### src/rtl/vrp_pkg.sv
// Shared types, widths, register codes and the CORDIC arctangent table.
`default_nettype none

package vrp_pkg;

    localparam int TRIG_STAGES_DEF = 16;

    // Coordinate width (Q.22) and trig width (Q2.30), both with headroom.
    localparam int VW = 34;
    localparam int TW = 34;
    // Divider: quotient bits, divisor bits, dividend / remainder bits.
    localparam int QW = 33;
    localparam int DW = 39;
    localparam int RW = 65;
    localparam int ADDR_W = 5;

    localparam logic signed [TW-1:0] CORDIC_GAIN = 34'sd652032874;
    localparam logic signed [TW-1:0] QUARTER_TURN = 34'sd1073741824;
    localparam logic signed [TW-1:0] HALF_TURN = 34'sd2147483648;

    localparam logic [2:0] REG_ANGLE_X = 3'd0;
    localparam logic [2:0] REG_ANGLE_Y = 3'd1;
    localparam logic [2:0] REG_ANGLE_Z = 3'd2;
    localparam logic [2:0] REG_SCALE = 3'd3;
    localparam logic [2:0] REG_DEPTH = 3'd4;

    typedef struct packed {
        logic signed [TW-1:0] x;
        logic signed [TW-1:0] y;
        logic signed [TW-1:0] z;
        logic                 neg;
    } cordic_t;

    typedef struct packed {
        logic [RW-1:0] rem;
        logic [DW-1:0] dvs;
        logic [QW-1:0] quo;
        logic          ovf;
    } div_state_t;

    // Arctangent of 2^-idx, 2^32 units per turn.
    function automatic logic [31:0] atan_step(input int idx);
        logic [31:0] r;
        unique case (idx)
            0: r = 32'd536870912;
            1: r = 32'd316933406;
            2: r = 32'd167458907;
            3: r = 32'd85004756;
            4: r = 32'd42667331;
            5: r = 32'd21354465;
            6: r = 32'd10679838;
            7: r = 32'd5340245;
            8: r = 32'd2670163;
            9: r = 32'd1335087;
            10: r = 32'd667544;
            11: r = 32'd333772;
            12: r = 32'd166886;
            13: r = 32'd83443;
            14: r = 32'd41722;
            15: r = 32'd20861;
            16: r = 32'd10430;
            17: r = 32'd5215;
            18: r = 32'd2608;
            19: r = 32'd1304;
            20: r = 32'd652;
            21: r = 32'd326;
            22: r = 32'd163;
            23: r = 32'd81;
            24: r = 32'd41;
            25: r = 32'd20;
            26: r = 32'd10;
            27: r = 32'd5;
            28: r = 32'd3;
            29: r = 32'd1;
            30: r = 32'd1;
            default: r = 32'd0;
        endcase
        return r;
    endfunction

endpackage

`default_nettype wire

### src/rtl/vrp_cordic_cell.sv
// One CORDIC rotation step, registered.
`default_nettype none

module vrp_cordic_cell #(
    parameter int STAGE = 0
) (
    input  logic             clk,
    input  logic             en,
    input  vrp_pkg::cordic_t din,
    output vrp_pkg::cordic_t dout
);

    localparam logic signed [vrp_pkg::TW-1:0] ATAN =
        $signed(vrp_pkg::TW'(vrp_pkg::atan_step(STAGE)));

    vrp_pkg::cordic_t cell_reg;
    vrp_pkg::cordic_t cell_next;

    always_comb
    begin
        cell_next.neg = din.neg;
        if (!din.z[vrp_pkg::TW-1])
        begin
            cell_next.x = din.x - (din.y >>> STAGE);
            cell_next.y = din.y + (din.x >>> STAGE);
            cell_next.z = din.z - ATAN;
        end
        else
        begin
            cell_next.x = din.x + (din.y >>> STAGE);
            cell_next.y = din.y - (din.x >>> STAGE);
            cell_next.z = din.z + ATAN;
        end
    end

    always_ff @(posedge clk)
    begin
        if (en)
        begin
            cell_reg <= cell_next;
        end
    end

    assign dout = cell_reg;

endmodule

`default_nettype wire

### config.mk
export PLATFORM = sky130hd
export DESIGN_NAME = vrp_cordic_cell
export DESIGN_NICKNAME = d
export VERILOG_FILES = /design/src/rtl/vrp_pkg.sv /design/src/rtl/vrp_cordic_cell.sv
export SDC_FILE = /design/constraint.sdc
export NUM_CORES = 1
export LEC_CHECK = 0
export BUFFER_PORTS_ARGS = -buffer_cell sky130_fd_sc_hd__buf_2
export CAP_MARGIN = 15
export CORE_MARGIN = 4
export CORE_UTILIZATION = 55
export CTS_CLUSTER_SIZE = 14
export DETAILED_ROUTE_END_ITERATION = 10
export GPL_TIMING_DRIVEN = 0
export PLACE_DENSITY = 0.81
export SKIP_CTS_REPAIR_TIMING = 1
export SLEW_MARGIN = 25
export SYNTH_ARGS = -nofsm -noshare
export SYNTH_HDL_FRONTEND = slang
export SYNTH_SLANG_ARGS = --single-unit
### constraint.sdc
create_clock -name clk -period 6.7 [get_ports clk]
set_input_delay 0.335 -clock clk [delete_from_list [all_inputs] [get_ports clk]]
set_output_delay 0.335 -clock clk [all_outputs]
set_load 0.05 [all_outputs]
==> results.toml, run 1 <==
[outcome]
status = "complete, no violations"

[global_routing]
antenna_found_initial = 0
met3_usage = 0.0520
grt_use_total = 0.300
grt_max_degree = 66
grt-ovfl-total = 0
grt_util_met2 = 0.492
grtUsageMet1 = 0.404
grt_pass1_wl_um = 43400
grt_pass1_vias = 8294
busiest_layer = "met2"

[layout]
largest_register_ffs = 102
area_growth_pct = 18.2
final_layout_size_suffix_gt1_frac = 0.207
nets = 1441
fin_cells = 1451
antenna_cells = 0

[synth]
yosys-top-cells-count = "a21oi_1 (125), edfxtp_1 (102), ha_1 (102)"
synth_edf_count = 102
synth_cells = 1012
ys_warn_count = 0
synth_mux_area_frac = 0.0180
ys_types = 72
synthXorXnorAreaFrac = 0.0636
async_flop_share = 0
synth_most_common_cell = "a21oi_1"
synth_area_per_cell_um2 = 8.85
ys_ff_latch = 102
netlist_area_um2 = 8950
yosys.area_share.simple = 0.128
synth-main-ff-cell = "edfxtp_1"
synth_top_family_by_area = "compound AO/OA/AOI/OAI gates"
yosys.area.top_type = "edfxtp_1"
synth_top_area_frac = 0.342
netlist_top_cells_area = "edfxtp_1 (34%), ha_1 (14%), a21oi_1 (7.0%)"
synth_adder_area_share = 0.151
synth_nets = 1223
synth_compound_area_frac = 0.231
ys_seq_area_frac = 0.342

[clocking]
cts_max_level = 3
cts_num_sinks = 102
clk_pin_slew_ps = 80
cts_root_buf = "clkbuf_16"
cts_made_buffers = 9
clk_path_buf_depth = 2
cts_tree = "built"

[worst_setup_path]
critPathKind = "in2reg"
setup.worst_path.end_class = "register"
cp-start-kind = "primary input"
crit_fanout = 10
cp.arrival_ps = 3660
required_ps = 6870
cp_slowest_cell = "nor4_2"
crit_top_cell = "buf_2"
critPathMaxStageDelay_ps = 530
worstPathCellList = "buf_2 -> inv_1 -> ha_1 -> buf_2 -> nor4_2 -> nand4_1 -> a211oi_1 -> o2111ai_1 -> and2_1 -> o31ai_1 -> a22oi_1 -> xnor2_1"

[power]
p_total_mw = 2.44
power.leakage_nw = 4.77
power_density_nw_per_um2 = 231
ir_drop_v = 0.000139

[sta]
fin_tns_setup_ps = 0
final-hold-violation-count = 0
rsz0062_at_grt = "false"
min_period_ps = 3490
finalSetupViolCount = 0
drv_slew = 0
period_share = 0.521
fin_hold_ws_ps = 140
worst_pin_slew_ps = 998
slew_headroom = 0.326
timing.fmax_ghz = 0.286

[detailed_routing]
num_vias = 8688
dr.pass1.iters = 8
drc_errors = 0
wire_per_inst_um = 19.4
drtAntennaViolNets = 0
via_per_inst = 5.99
drtIter0Drc = 1143
totalWireLength_um = 28200

[min_path]
hold_path.startpoint = "din[14]"
hold_path.class = "in2reg"
whs_path_depth = 1
hold_end = "dout[14]"

[die]
ios = 208
die_area_um2 = 18400
row_count = 46
die_h_um = 136
dieWidth_um = 136
initial_core_util = 0.562
core-area_um2 = 15900

[run]
timing.max_cap.violations = 0

[placed_design]
hpwlAfterDp_um = 22100
dp.cells = 1435
routabilityCongestion = 1.00
port_buffers = 206
-- critical path, delay by kind of cell --
kind | cells | cell delay, ps
compound gates | 4 | 1260
fa+ha+maj | 1 | 340
simple gates | 3 | 1030
xor+xnor | 1 | 300
buf+inv | 3 | 390
-- routing by layer --
layer,wire length (um),share of wire,up-vias
li1,-,-,4056
met1,11600,0.41,3999
met2,12600,0.45,544
met3,2980,0.11,89
met4,996,0.035,0
met5,0,0,-
-- cells in the final DEF, fill, tap and decap left out, types with 5 or more instances in the layout --
cell type,count
buf_2,215
a21oi_1,125
ha_1,102
edfxtp_1,102
inv_1,99
nor2_1,81
o21ai_0,63
xnor2_1,57
nand2_1,51
clkbuf_1,25
nor3_1,25
o21bai_1,22
a21o_1,20
o31ai_1,15
mux2i_1,15
o211ai_1,13
nand2b_1,11
nand4_1,10
buf_1,9
a211oi_1,9
o21ai_1,9
a31oi_1,9
clkbuf_16,9
xor2_1,8
nor2b_1,8
nand3_1,8
inv_2,7
nor4_1,6
and2_1,6
or3_1,6
or2_2,5
-- layout make-up --
cell class,instances,area [um^2]
flip-flops and latches,102,3060
fillers,1416,5360
clock inverters,7,67.6
multi-input cells,757,5300
clock buffers,9,225
inverters,108,405
repair buffers,207,1060
plain buffers,45,185
well taps,216,270
-- through the flow --
step                cell area (um^2)  worst slack, ps   util
global placement               10300             2920  0.643
finish                         10600             3210  0.664
global route                   10600             2960  0.664
floorplan                       8950             3840      -
CTS                            10600             3320  0.664
detailed placement             10300             2950  0.645
-- cell families (layout without fill, tap and decap cells) --
logic type / count (synthesis) / in the layout
multiplexers: 16 / 16
buffers and inverters: 153 / 376
flip-flops: 102 / 102
adder cells (fa/ha/maj): 106 / 106
AND/OR/NAND/NOR: 236 / 236
XOR/XNOR: 65 / 65
AO/OA/AOI/OAI: 334 / 334
-- worst max path at each step --
| stage | from | to | slack (ps) | cells after the start |
|---|---|---|---|---|
| after detailed placement | din[45] | dout[65] | 2950 | 12 |
| after floorplan | din[52] | dout[67] | 3840 | 11 |
| after global routing | din[45] | dout[59] | 2960 | 12 |
| final | din[45] | dout[59] | 3210 | 12 |
| after CTS | din[35] | dout[65] | 3320 | 13 |
| after global placement | din[45] | dout[99] | 2920 | 12 |
-- power by group --
part | leakage, nW | internal, mW | switching [mW]
Sequential | 0.998 | 0.821 | 0.0200
Combinational | 3.63 | 0.297 | 0.768
Clock | 0.145 | 0.263 | 0.272
Total | 4.77 | 1.38 | 1.06
No activity file was read; power rests on OpenSTA's default activity.
==> run 2, diff against run 1 <==
Clock period 6.7 ns to 3.4 ns, I/O delays scaled along.
==> results.toml, run 2 (synthesized netlist as in run 1, its figures left out) <==
[placed_design]
place_ws_ps = -190
hpwlAfterDp_um = 22100
routabilityCongestion = 1.00
port_buffers = 206

[power]
ir_drop_v = 0.000274
p_total_mw = 4.84
power_density_nw_per_um2 = 444
power.leakage_nw = 4.91

[worst_setup_path]
critPathKind = "in2reg"
crit_fanout = 10
required_ps = 3570
setup.worst_path.end_class = "register"
cp.arrival_ps = 3400
cp-start-kind = "primary input"

[run]
timing.max_cap.violations = 0

[clocking]
clk_path_buf_depth = 2
cts_made_buffers = 9
clk_pin_slew_ps = 70
cts_root_buf = "clkbuf_16"
cts_tree = "built"
cts_max_level = 3
cts_num_sinks = 102

[sta]
worst_slack_ps = 170
finalSetupViolCount = 0
timing.fmax_ghz = 0.310
slew_headroom = 0.359
final-hold-violation-count = 0
rsz0062_at_grt = "false"
worst_pin_slew_ps = 962
min_period_ps = 3230
fin_tns_setup_ps = 0
period_share = 0.950
fin_hold_ws_ps = 103
drv_slew = 0

[layout]
area_growth_pct = 21.8
final_cell_mix = "buf_2 (215), a21oi_1 (125), ha_1 (102), edfxtp_1 (102), inv_1 (99)"
final_layout_size_suffix_gt1_frac = 0.204
final_common_cell = "buf_2"
antenna_cells = 0
nets = 1471
largest_register_ffs = 102

[detailed_routing]
wire_per_inst_um = 19.6
drtIter0Drc = 1053
totalWireLength_um = 29000
dr.pass1.iters = 5
via_per_inst = 6.02
drc_errors = 0
num_vias = 8915
drtAntennaViolNets = 0

[global_routing]
grt_pass1_vias = 8294
grt_pass1_wl_um = 43400
grt-ovfl-total = 0
grt_max_degree = 66
grt_use_total = 0.300
antenna_found_initial = 0

[die]
die_h_um = 136
initial_core_util = 0.562
row_count = 46
dieWidth_um = 136
die_area_um2 = 18400
core-area_um2 = 15900
ios = 208

[outcome]
status = "complete, no violations"

[min_path]
hold_path.class = "in2reg"
==> run 2: cell count changes in the layout (fill, tap and decap cells not counted), sizes merged <==
cell         previous run  this run
dlygate4sd3             0        30
==> run 2: final timing paths <==
path,startpoint,endpoint,slack (ps),cells past startpoint
max,din[39],dout[102],170,11
min,din[30],dout[30],100,2
==> run 2: power breakdown <==
group	total, mW	switching (mW)	internal (mW)
logic	2.13	1.52	0.609
registers	1.66	0.0418	1.62
clock network	1.05	0.535	0.517
==> run 2: final cells by class <==
class | instances | area, um^2
Timing Repair Buffer | 237 | 1370
Clock buffer | 9 | 225
Inverter | 108 | 405
Clock inverter | 7 | 67.6
Buffer | 45 | 185
Sequential cell | 102 | 3060
Fill cell | 1365 | 5040
Tap cell | 216 | 270
Multi-Input combinational cell | 757 | 5320
==> run 2: layer usage <==
layer,wire [um],global-route usage,share of wire
met5,0,0,0
met4,942,0.0997,0.032
met3,2850,0.0520,0.098
met2,13300,0.492,0.46
met1,11900,0.404,0.41
==> run 2: worst max-delay path, cell delays in order <==
cell	delay, ps
buf_2	110
inv_1	40
ha_1	290
buf_2	200
o41ai_2	650
a21oi_1	270
nor4_2	690
o211ai_1	280
a21oi_1	290
o31ai_1	120
a311oi_1	270
==> run 2: through the flow <==
step                      std cells  cell area (um^2)  utilization
after floorplan                1012              8950            -
after global placement         1434             10300        0.643
after detailed placement       1435             10300        0.645
after CTS                      1451             10600        0.664
after global routing           1481             10900        0.684
final                          1481             10900        0.684
