### config.mk
export PLATFORM = sky130hd
export DESIGN_NAME = vrp_div_cell
export DESIGN_NICKNAME = d
export VERILOG_FILES = /design/src/rtl/vrp_pkg.sv /design/src/rtl/vrp_div_cell.sv
export SDC_FILE = /design/constraint.sdc
export NUM_CORES = 1
export LEC_CHECK = 0
export BUFFER_PORTS_ARGS = -buffer_cell sky130_fd_sc_hd__buf_4
export CAP_MARGIN = 20
export CORE_MARGIN = 4
export CORE_UTILIZATION = 51
export CTS_CLUSTER_DIAMETER = 50
export CTS_CLUSTER_SIZE = 25
export DETAILED_ROUTE_END_ITERATION = 8
export PLACE_DENSITY = 0.84
export SYNTH_ARGS = -nofsm -noshare
export SYNTH_HDL_FRONTEND = slang
export SYNTH_SLANG_ARGS = --single-unit
### constraint.sdc
create_clock -name clk -period 4 [get_ports clk]
set_input_delay 0.8 -clock clk [delete_from_list [all_inputs] [get_ports clk]]
set_output_delay 0.8 -clock clk [all_outputs]
set_load 0.05 [all_outputs]
### src/rtl/vrp_pkg.sv
// Shared types, widths, register codes and the CORDIC arctangent table.
`default_nettype none

package vrp_pkg;

    localparam int TRIG_STAGES_DEF = 16;

    // Coordinate width (Q.22) and trig width (Q2.30), both with headroom.
    localparam int VW = 34;
    localparam int TW = 34;
    // Divider: quotient bits, divisor bits, dividend / remainder bits.
    localparam int QW = 33;
    localparam int DW = 39;
    localparam int RW = 65;
    localparam int ADDR_W = 5;

    localparam logic signed [TW-1:0] CORDIC_GAIN = 34'sd652032874;
    localparam logic signed [TW-1:0] QUARTER_TURN = 34'sd1073741824;
    localparam logic signed [TW-1:0] HALF_TURN = 34'sd2147483648;

    localparam logic [2:0] REG_ANGLE_X = 3'd0;
    localparam logic [2:0] REG_ANGLE_Y = 3'd1;
    localparam logic [2:0] REG_ANGLE_Z = 3'd2;
    localparam logic [2:0] REG_SCALE = 3'd3;
    localparam logic [2:0] REG_DEPTH = 3'd4;

    typedef struct packed {
        logic signed [TW-1:0] x;
        logic signed [TW-1:0] y;
        logic signed [TW-1:0] z;
        logic                 neg;
    } cordic_t;

    typedef struct packed {
        logic [RW-1:0] rem;
        logic [DW-1:0] dvs;
        logic [QW-1:0] quo;
        logic          ovf;
    } div_state_t;

    // Arctangent of 2^-idx, 2^32 units per turn.
    function automatic logic [31:0] atan_step(input int idx);
        logic [31:0] r;
        unique case (idx)
            0: r = 32'd536870912;
            1: r = 32'd316933406;
            2: r = 32'd167458907;
            3: r = 32'd85004756;
            4: r = 32'd42667331;
            5: r = 32'd21354465;
            6: r = 32'd10679838;
            7: r = 32'd5340245;
            8: r = 32'd2670163;
            9: r = 32'd1335087;
            10: r = 32'd667544;
            11: r = 32'd333772;
            12: r = 32'd166886;
            13: r = 32'd83443;
            14: r = 32'd41722;
            15: r = 32'd20861;
            16: r = 32'd10430;
            17: r = 32'd5215;
            18: r = 32'd2608;
            19: r = 32'd1304;
            20: r = 32'd652;
            21: r = 32'd326;
            22: r = 32'd163;
            23: r = 32'd81;
            24: r = 32'd41;
            25: r = 32'd20;
            26: r = 32'd10;
            27: r = 32'd5;
            28: r = 32'd3;
            29: r = 32'd1;
            30: r = 32'd1;
            default: r = 32'd0;
        endcase
        return r;
    endfunction

endpackage

`default_nettype wire

### src/rtl/vrp_div_cell.sv
// One restoring-division step: resolves quotient bit BIT.
`default_nettype none

module vrp_div_cell #(
    parameter int BIT = 0
) (
    input  logic                clk,
    input  logic                en,
    input  vrp_pkg::div_state_t din,
    output vrp_pkg::div_state_t dout
);

    localparam int SW = vrp_pkg::DW + vrp_pkg::QW;

    logic [SW-1:0] shifted;
    logic [SW-1:0] rem_ext;
    logic          fits;
    vrp_pkg::div_state_t cell_reg;
    vrp_pkg::div_state_t cell_next;

    always_comb
    begin
        shifted = SW'(din.dvs) << BIT;
        rem_ext = SW'(din.rem);
        fits    = rem_ext >= shifted;
        cell_next.dvs = din.dvs;
        cell_next.ovf = din.ovf;
        cell_next.rem = fits ? vrp_pkg::RW'(rem_ext - shifted) : din.rem;
        cell_next.quo = din.quo | (fits ? (vrp_pkg::QW'(1) << BIT) : '0);
    end

    always_ff @(posedge clk)
    begin
        if (en)
        begin
            cell_reg <= cell_next;
        end
    end

    assign dout = cell_reg;

endmodule

`default_nettype wire

==> run_results.csv, run 1 <==
group,metric,value,unit
sta,hold_viol,0,
global_route,track_usage,27.3,%
logic_synthesis,yosysTopAreaCell,"edfxtp_1",
die,die_w,132,um
final_layout,largest_reg_flops,138,
final_layout,area_growth,37.8,%
sta,min_period,3.60,ns
global_route,grt_antenna_before_repair,0,
logic_synthesis,yosysSeqAreaShare,52.7,%
logic_synthesis,syn_area_per_cell,10.5,um2
clock_tree,cts_hold_buf,0,
logic_synthesis,synth_area,7860,um2
status,status,"finished, final reports clean",
power,power_leakage,0.00462,uW
setup_path,critical_path.endpoint_type,"flop",
sta,setup_viol,0,
sta,worst_slew_margin_rel,46.4,%
global_route,overflow,0,
final_layout,antennaDiodeCount,0,
sta,worst_slew_pin_slew,0.803,ns
logic_synthesis,yosys_warnings,0,
final_layout,final_nets,1223,
setup_path,arrival,3.75,ns
die,die_y,132,um
logic_synthesis,ys_types,62,
detailed_routing,viasPerCell,5.68,
logic_synthesis,ys_top_cells_by_count,"edfxtp_1 (138), a21oi_1 (72), nor2_1 (70)",
min_path,hold_path.class,"primary input to flop",
clock_tree,cts-root-buf,"clkbuf_16",
clock_tree,cts.path.max_buffers,2,
logic_synthesis,synth_nets,928,
clock_tree,path_clk_slew,0.06,ns
logic_synthesis,synth_flop_cell,"edfxtp_1",
logic_synthesis,synthAdderAreaFrac,6.47,%
sta,slew_viol_final,0,
logic_synthesis,synth-simple-area-share,15.3,%
detailed_routing,vias,7060,
detailed_routing,first_pass_iters,5,
sta,max_freq,278,MHz
placement,hpwl,18.7,mm
logic_synthesis,synthArstFlopShare,0,%
placement,place_congestion,0.918,
clock_tree,cts.sink_count,138,
die,rows,45,
die,io_pins,278,
setup_path,startpoint_type,"primary input",
power,ir_drop,0.259,mV
logic_synthesis,syn_inst,748,
die,core,15100,um2
global_route,grt_pass1_vias,7053,
detailed_routing,wl_per_cell,19.6,um
final_layout,final_util,71.5,%
sta,whs,0.549,ns
logic_synthesis,synthMuxAreaShare,0.143,%
logic_synthesis,yosysMostFrequentCell,"edfxtp_1",
detailed_routing,drcViolationCount,0,
final_layout,drive_above_1_share,33.4,%
clock_tree,cts_resized,0,
logic_synthesis,synth_top_family_by_area,"simple AND/OR/NAND/NOR gates",
setup_path,cp.required,4.15,ns
die,initial_utilization,51.9,%
clock_tree,cts_setup_buffers,0,
setup_path,worstPathMaxFanout,7,
placement,io_buffers,277,
sta,timing.setup.tns,0,ns
clock_tree,cts_tree,"built",
logic_synthesis,synthXorXnorAreaFrac,6.58,%
logic_synthesis,yosysTopAreaCellShare,52.7,%
final_layout,design_area,10800,um2
final_layout,nFillCells,1113,
detailed_routing,drt_iter0_drc,638,
detailed_routing,finalWirelength,24.4,mm
placement,placed_area,10300,um2
sta,finalCritPeriodShare,90.0,%
global_route,grt_max_degree,86,
sta,rsz0062_at_grt,"false",
logic_synthesis,ys_seq_elements,138,
detailed_routing,detail-route-antenna-nets,0,
setup_path,worstSetupPathType,"primary input to flop",
clock_tree,h-tree-depth,4,
logic_synthesis,synth_edf_count,138,
die,dieArea,17500,um2
logic_synthesis,synth_compound_area_share,14.5,%
run,maxCapViolCount,0,
power,power_density,443,nW/um2
global_route,grt_pass1_wl,37.9,mm
clock_tree,cts_buffers,17,
logic_synthesis,ys_top_cells_by_area,"edfxtp_1 (53%), ha_1 (6.2%), a21oi_1 (4.6%)",
[cells in the final DEF (no fill, tap or decap), types with 4 or more instances in the layout]
cell type    n
inv_1       55
nand4_1     17
ha_1        39
xnor2_1     35
nor4_1      14
o21ai_0     38
nand3_1     16
clkbuf_16   17
and4_1       4
or3_1        4
edfxtp_1   138
o21bai_1     9
nand2b_1     7
o31ai_1      5
xor2_1      24
o21a_1       5
buf_4      302
nor3_1      22
a21oi_1     72
o211ai_1     4
and3_1       4
a31oi_1      6
nand2_1     62
inv_6        7
or2_2        4
a21o_1      11
nor2_1      70
[cells by family after synthesis]
| family | Yosys count |
|---|---|
| simple gates | 243 |
| compound gates | 184 |
| flops | 138 |
| buf+inv | 83 |
| xor+xnor | 59 |
| fa+ha+maj | 40 |
| mux | 1 |
[stage by stage]
stage | worst slack (ns) | instances | total power, uW
after detailed placement | 0.0678 | 1212 | 3310
after global routing | 0.254 | 1244 | 4970
after floorplan | 0.597 | 748 | 2780
after CTS | 0.479 | 1244 | 4810
after global placement | 0.0889 | 1212 | 3290
final | 0.401 | 1244 | 4800
[final timing paths]
| path | slack, ns | cells past startpoint | end | start |
|---|---|---|---|---|
| hold / removal | 0.55 | 1 | dout[33]$_DFFE_PP_ | din[33] |
| setup / recovery | 0.40 | 11 | dout[124]$_DFFE_PP_ | din[40] |
[layer usage]
layer,wire length (um),part of all wire [%],GRT usage (%),vias to the layer above
li1,-,-,-,3364
met1,9730,40,34.4,3309
met2,12100,50,46.6,344
met3,2040,8.4,6.76,43
met4,514,2.1,8.46,0
met5,0,0,0,-
[cell type report]
| cell class | count | area (um2) | area share, % |
|---|---|---|---|
| timing repair buffer | 304 | 2300 | 21.2 |
| multi-input combinational | 527 | 3380 | 31.2 |
| sequential | 138 | 4140 | 38.3 |
| clock buffer | 17 | 425 | 3.93 |
| tap | 188 | 235 | 2.17 |
| clock inverter | 15 | 134 | 1.24 |
| inverter | 55 | 206 | 1.91 |
[power by group]
group          switching [uW]  leakage, uW  internal, uW  total (uW)
clock network             687     0.000268           816        1500
registers                49.8      0.00135          1780        1830
logic                     978      0.00300           490        1470
[worst max-delay path, cell delays in order]
cell	delay, ns
buf_4	0.08
inv_1	0.05
ha_1	0.41
a21oi_1	0.20
nor2_1	0.06
o41ai_1	0.55
a21oi_1	0.26
o31ai_1	0.39
a21boi_1	0.28
a2111oi_2	0.54
xor2_1	0.13
(Power assumes the default switching activity.)
==> inputs of run 2 (changes only) <==
--- a/config.mk
+++ b/config.mk
@@ -5,7 +5,7 @@
 export SDC_FILE = /design/constraint.sdc
 export NUM_CORES = 1
 export LEC_CHECK = 0
-export BUFFER_PORTS_ARGS = -buffer_cell sky130_fd_sc_hd__buf_4
+export BUFFER_PORTS_ARGS = -buffer_cell sky130_fd_sc_hd__buf_2
 export CAP_MARGIN = 20
 export CORE_MARGIN = 4
 export CORE_UTILIZATION = 51
==> run 2 against run 1 <==
  * Sequential share of layout area grew 2.6 points
  * Clock power up 6%
  * Hold slack about the same
  * First-iteration DRC count is 1.1% lower
  * Utilization shrank 4.5 points
  * Flip-flop and latch count unchanged
  * Total power down 1.3%
  * Global-route usage fell by 1.1 points
  * Routed wire length down 5.9%
  * Final cell count is 0.24% lower
  * Highest routed layer is now met5
==> run_results.csv, run 2 (synthesis gave the netlist of run 1 again) <==
group,metric,value,unit
global_route,track_usage,26.2,%
global_route,grt_pass1_wl,36.3,mm
global_route,grt_max_degree,91,
sta,max_freq,293,MHz
setup_path,cp.required,4.16,ns
global_route,overflow,0,
sta,timing.final.ws_setup,0.582,ns
die,dieArea,17500,um2
clock_tree,cts-root-buf,"clkbuf_16",
min_path,hold_path.class,"primary input to flop",
setup_path,cp_slowest_cell,"o41ai_1",
final_layout,area_growth,29.0,%
detailed_routing,finalWirelength,23.0,mm
die,io_pins,278,
die,core,15100,um2
clock_tree,cts.sink_count,138,
die,initial_utilization,51.9,%
sta,rsz0062_at_grt,"false",
min_path,holdPathStages,1,
die,rows,45,
min_path,holdPathEnd,"dout[15]$_DFFE_PP_",
sta,worst_slew_pin_slew,0.823,ns
detailed_routing,viasPerCell,5.60,
die,die_w,132,um
global_route,grt_antenna_before_repair,2,
setup_path,critical_path_buf_inv_count,2,
clock_tree,cts.path.max_buffers,2,
clock_tree,path_clk_slew,0.06,ns
clock_tree,cts_tree,"built",
sta,setup_viol,0,
placement,pre_cts_ws,0.196,ns
setup_path,crit_top_cell,"a21oi_1",
sta,timing.setup.tns,0,ns
final_layout,drive_above_1_share,33.2,%
sta,worst_slew_margin_rel,45.2,%
clock_tree,cts_resized,0,
placement,place_congestion,0.957,
clock_tree,cts_buffers,17,
status,status,"finished, final reports clean",
detailed_routing,detail-route-antenna-nets,0,
final_layout,layout_common_cells,"buf_2 (276), edfxtp_1 (138), a21oi_1 (72)",
sta,hold_viol,0,
final_layout,nFillCells,1175,
power,ir_drop,0.271,mV
placement,hpwl,17.9,mm
detailed_routing,vias,6948,
setup_path,critical-path-top-delay-family,"compound AO/OA/AOI/OAI gates",
power,power_leakage,0.00437,uW
placement,dp_cells,1208,
final_layout,largest_reg_flops,138,
detailed_routing,drcViolationCount,0,
die,die_y,132,um
run,maxCapViolCount,0,
setup_path,startpoint_type,"primary input",
clock_tree,cts_setup_buffers,0,
final_layout,final_nets,1219,
final_layout,stdcell_count,1241,
final_layout,layout_commonest_cell,"buf_2",
setup_path,critical_path.endpoint_type,"flop",
sta,finalCritPeriodShare,85.5,%
setup_path,path_cells,"buf_2 -> inv_1 -> ha_1 -> a21oi_1 -> nor2_1 -> o41ai_1 -> a21oi_1 -> o31ai_1 -> a21boi_1 -> a2111oi_2 -> xor2_1",
sta,min_period,3.42,ns
setup_path,cpPeakStageDelay,0.50,ns
setup_path,worstSetupPathType,"primary input to flop",
detailed_routing,first_pass_iters,5,
clock_tree,cts_hold_buf,0,
detailed_routing,wl_per_cell,18.5,um
detailed_routing,drt_iter0_drc,631,
min_path,hold_start,"din[15]",
power,power_density,468,nW/um2
setup_path,worstPathMaxFanout,7,
clock_tree,h-tree-depth,4,
setup_path,arrival,3.57,ns
placement,io_buffers,277,
global_route,grt_pass1_vias,6927,
sta,slew_viol_final,0,
## run 2: power breakdown
part	internal [uW]	switching, uW	total, uW
combinational	365	969	1330
sequential	1780	37.1	1820
clock	934	656	1590
total	3080	1660	4740
## run 2: final cells by class
| cell class | instances | area, um2 | share of cell area, % |
|---|---|---|---|
| well taps | 188 | 235 | 2.32 |
| diodes | 1 | 2.50 | 0.0247 |
| multi-input cells | 527 | 3380 | 33.3 |
| inverters | 55 | 206 | 2.04 |
| flip-flops and latches | 138 | 4140 | 40.9 |
| repair buffers | 300 | 1580 | 15.6 |
| clock buffers | 18 | 429 | 4.23 |
| clock inverters | 14 | 163 | 1.60 |
## run 2: metal layers
metal	vias to the layer above	routed length, um	GRT usage (%)
met5	-	7	0
met4	2	476	8.81
met2	298	11300	44.6
li1	3354	-	-
met3	35	1710	5.88
met1	3259	9450	33.0
## run 2: worst max-delay path by stage
| stage | from | endpoint | slack, ns | depth (start not counted) |
|---|---|---|---|---|
| detailed placement | din[73] | dout[131]$_DFFE_PP_ | 0.20 | 14 |
| finish | din[40] | dout[124]$_DFFE_PP_ | 0.58 | 11 |
| global placement | din[73] | dout[131]$_DFFE_PP_ | 0.25 | 14 |
| floorplan | din[73] | dout[137]$_DFFE_PP_ | 0.60 | 11 |
| global route | din[73] | dout[137]$_DFFE_PP_ | 0.27 | 12 |
| CTS | din[40] | dout[124]$_DFFE_PP_ | 0.59 | 11 |
## run 2: per-stage QoR
step                total power, uW  cell area (um2)  hold WS, ns  utilization [%]
floorplan                      2780             7860        0.899                -
global placement               3150             9540        0.976             63.0
detailed placement             3170             9540        0.978             63.0
CTS                            4750            10100        0.536             66.9
global route                   4920            10100        0.536             66.9
finish                         4740            10100        0.549             66.9
==> inputs of run 3 (changes only) <==
--- a/config.mk
+++ b/config.mk
@@ -8,11 +8,12 @@
 export BUFFER_PORTS_ARGS = -buffer_cell sky130_fd_sc_hd__buf_2
 export CAP_MARGIN = 20
 export CORE_MARGIN = 4
-export CORE_UTILIZATION = 51
+export CORE_UTILIZATION = 55
 export CTS_CLUSTER_DIAMETER = 50
 export CTS_CLUSTER_SIZE = 25
 export DETAILED_ROUTE_END_ITERATION = 8
-export PLACE_DENSITY = 0.84
+export GPL_TIMING_DRIVEN = 0
+export PLACE_DENSITY = 0.89
 export SYNTH_ARGS = -nofsm -noshare
 export SYNTH_HDL_FRONTEND = slang
 export SYNTH_SLANG_ARGS = --single-unit
==> constraint.sdc (replaced) <==
create_clock -name clk -period 3.97 [get_ports clk]
set_input_delay 0.794 -clock clk [delete_from_list [all_inputs] [get_ports clk]]
set_output_delay 0.794 -clock clk [all_outputs]
set_load 0.05 [all_outputs]
==> run 3 against run 2 <==
  * Total power up 0.85%
  * Sequential power about the same
  * Combinational power about the same
  * Hold slack worse by 0.012 ns
  * Worst setup slack worse by 0.39 ns
  * Non-clock buffer count up 3
  * Final cell count down 0.24%
  * Critical endpoint is now dout[129]$_DFFE_PP_
==> run_results.csv, run 3 (synthesis gave the netlist of run 1 again) <==
group,metric,value,unit
sta,worst_slew_margin_rel,49.1,%
detailed_routing,detail-route-antenna-nets,0,
final_layout,drive_above_1_share,31.8,%
power,ir_drop,0.286,mV
placement,placed_area,9490,um2
placement,io_buffers,274,
power,power.switching,1690,uW
power,combPwrFrac,28.1,%
global_route,met3_usage,6.81,%
die,initial_utilization,56.4,%
power,finalPower,4780,uW
sta,hold_viol,0,
power,power_leakage,0.00432,uW
sta,slew_viol_final,0,
setup_path,worstSetupPathType,"primary input to flop",
final_layout,design_area,10100,um2
detailed_routing,viasPerCell,5.87,
setup_path,arrival,3.97,ns
sta,setup_viol,0,
global_route,grt_use_met1,36.6,%
placement,pre_cts_ws,-0.521,ns
clock_tree,path_clk_slew,0.06,ns
global_route,track_usage,29.6,%
detailed_routing,first_pass_iters,8,
sta,timing.final.ws_setup,0.188,ns
clock_tree,cts.path.max_buffers,2,
global_route,overflow,0,
final_layout,layout_commonest_cell,"buf_2",
power,p_clk_share,33.6,%
detailed_routing,drcViolationCount,0,
die,die_w,128,um
power,p_int,3090,uW
setup_path,startpoint_type,"primary input",
clock_tree,cts-root-buf,"clkbuf_16",
placement,hpwl,18.5,mm
global_route,grt.met2_usage,50.1,%
sta,min_period,3.78,ns
power,seq_power_share,38.3,%
clock_tree,cts_hold_buf,0,
global_route,grt_pass1_vias,7196,
final_layout,final_nets,1222,
sta,whs,0.537,ns
power,switching_share,35.4,%
placement,place_congestion,0.961,
die,dieArea,16300,um2
die,io_pins,278,
status,status,"finished, final reports clean",
setup_path,cp.required,4.15,ns
die,rows,43,
run,maxCapViolCount,0,
setup_path,critical_path.endpoint_type,"flop",
detailed_routing,drt_iter0_drc,830,
final_layout,layout_common_cells,"buf_2 (278), edfxtp_1 (138), a21oi_1 (72)",
power,power_density,473,nW/um2
clock_tree,cts_tree,"built",
die,core,13900,um2
final_layout,area_growth,28.7,%
sta,rsz0062_at_grt,"false",
global_route,grt_antenna_before_repair,4,
detailed_routing,wl_per_cell,19.8,um
global_route,grt_max_degree,88,
setup_path,worstPathMaxFanout,5,
clock_tree,h-tree-depth,4,
sta,finalCritPeriodShare,95.3,%
detailed_routing,vias,7266,
global_route,grt_pass1_wl,37.5,mm
clock_tree,cts.sink_count,138,
sta,max_freq,264,MHz
global_route,busiest_layer,"met2",
final_layout,largest_reg_flops,138,
min_path,hold_path.class,"primary input to flop",
sta,worst_slew_pin_slew,0.757,ns
die,die_y,128,um
detailed_routing,finalWirelength,24.5,mm
clock_tree,cts_buffers,17,
run 3: changes by cell type in the layout (fill, tap and decap cells not counted), moves of 2 or more:
| cell | delta |
|---|---|
| nor4_2 | +2 |
| buf_4 | -22 |
| clkbuf_1 | +20 |
| nor4_1 | -2 |
| clkbuf_2 | +2 |
| buf_2 | +2 |
| diode_2 | +2 |
run 3: power by group through the flow:
stage	clock, uW	sequential, uW	combinational, uW
after global placement	0	1850	1290
after detailed placement	0	1860	1320
final	1610	1830	1340
after CTS	1610	1830	1330
after global routing	1680	1840	1420
after floorplan	0	2400	407
run 3: routing by layer:
layer / wire, um / vias to the layer above
met4: 971 / 2
met2: 12000 / 493
met3: 2510 / 90
met1: 9010 / 3311
met5: 10 / -
li1: - / 3370
run 3: stage by stage:
stage	util [%]	std cells	setup TNS [ns]
6_report	72.6	1238	0
5_1_grt	72.6	1238	0
3_3_place_gp	67.8	1202	-12.53
3_5_place_dp	68.1	1203	-12.56
4_1_cts	72.4	1235	0
2_1_floorplan	-	748	0
run 3: worst paths after layout:
| path | start | endpoint | cells past startpoint |
|---|---|---|---|
| worst min-delay path | din[0] | dout[0]$_DFFE_PP_ | 1 |
| worst max-delay path | din[73] | dout[129]$_DFFE_PP_ | 13 |
run 3: worst max-delay path, cell delays in order:
cell and delay [ns]:
buf_2 0.11, inv_1 0.05, ha_1 0.15, inv_1 0.05
fa_1 0.41, a21oi_1 0.25, o221ai_1 0.33, a221o_1 0.48
o211ai_1 0.22, nand3_1 0.32, a22oi_2 0.45, nand4_1 0.19
xnor2_1 0.17
run 3: repair_timing:
item,in CTS,in global routing
pin swaps,0,0
gates resized for setup,1,6
endpoints found under the setup margin,11,26
setup buffers,0,0
gates cloned,0,0
run 3: layout make-up:
class / count / area (um2)
tap: 180 / 225
fill: 1014 / 3820
timing repair buffer: 275 / 1410
clock buffer: 18 / 429
sequential: 138 / 4140
inverter: 55 / 206
buffer: 28 / 130
multi-input combinational: 527 / 3400
antenna: 3 / 7.51
clock inverter: 14 / 163
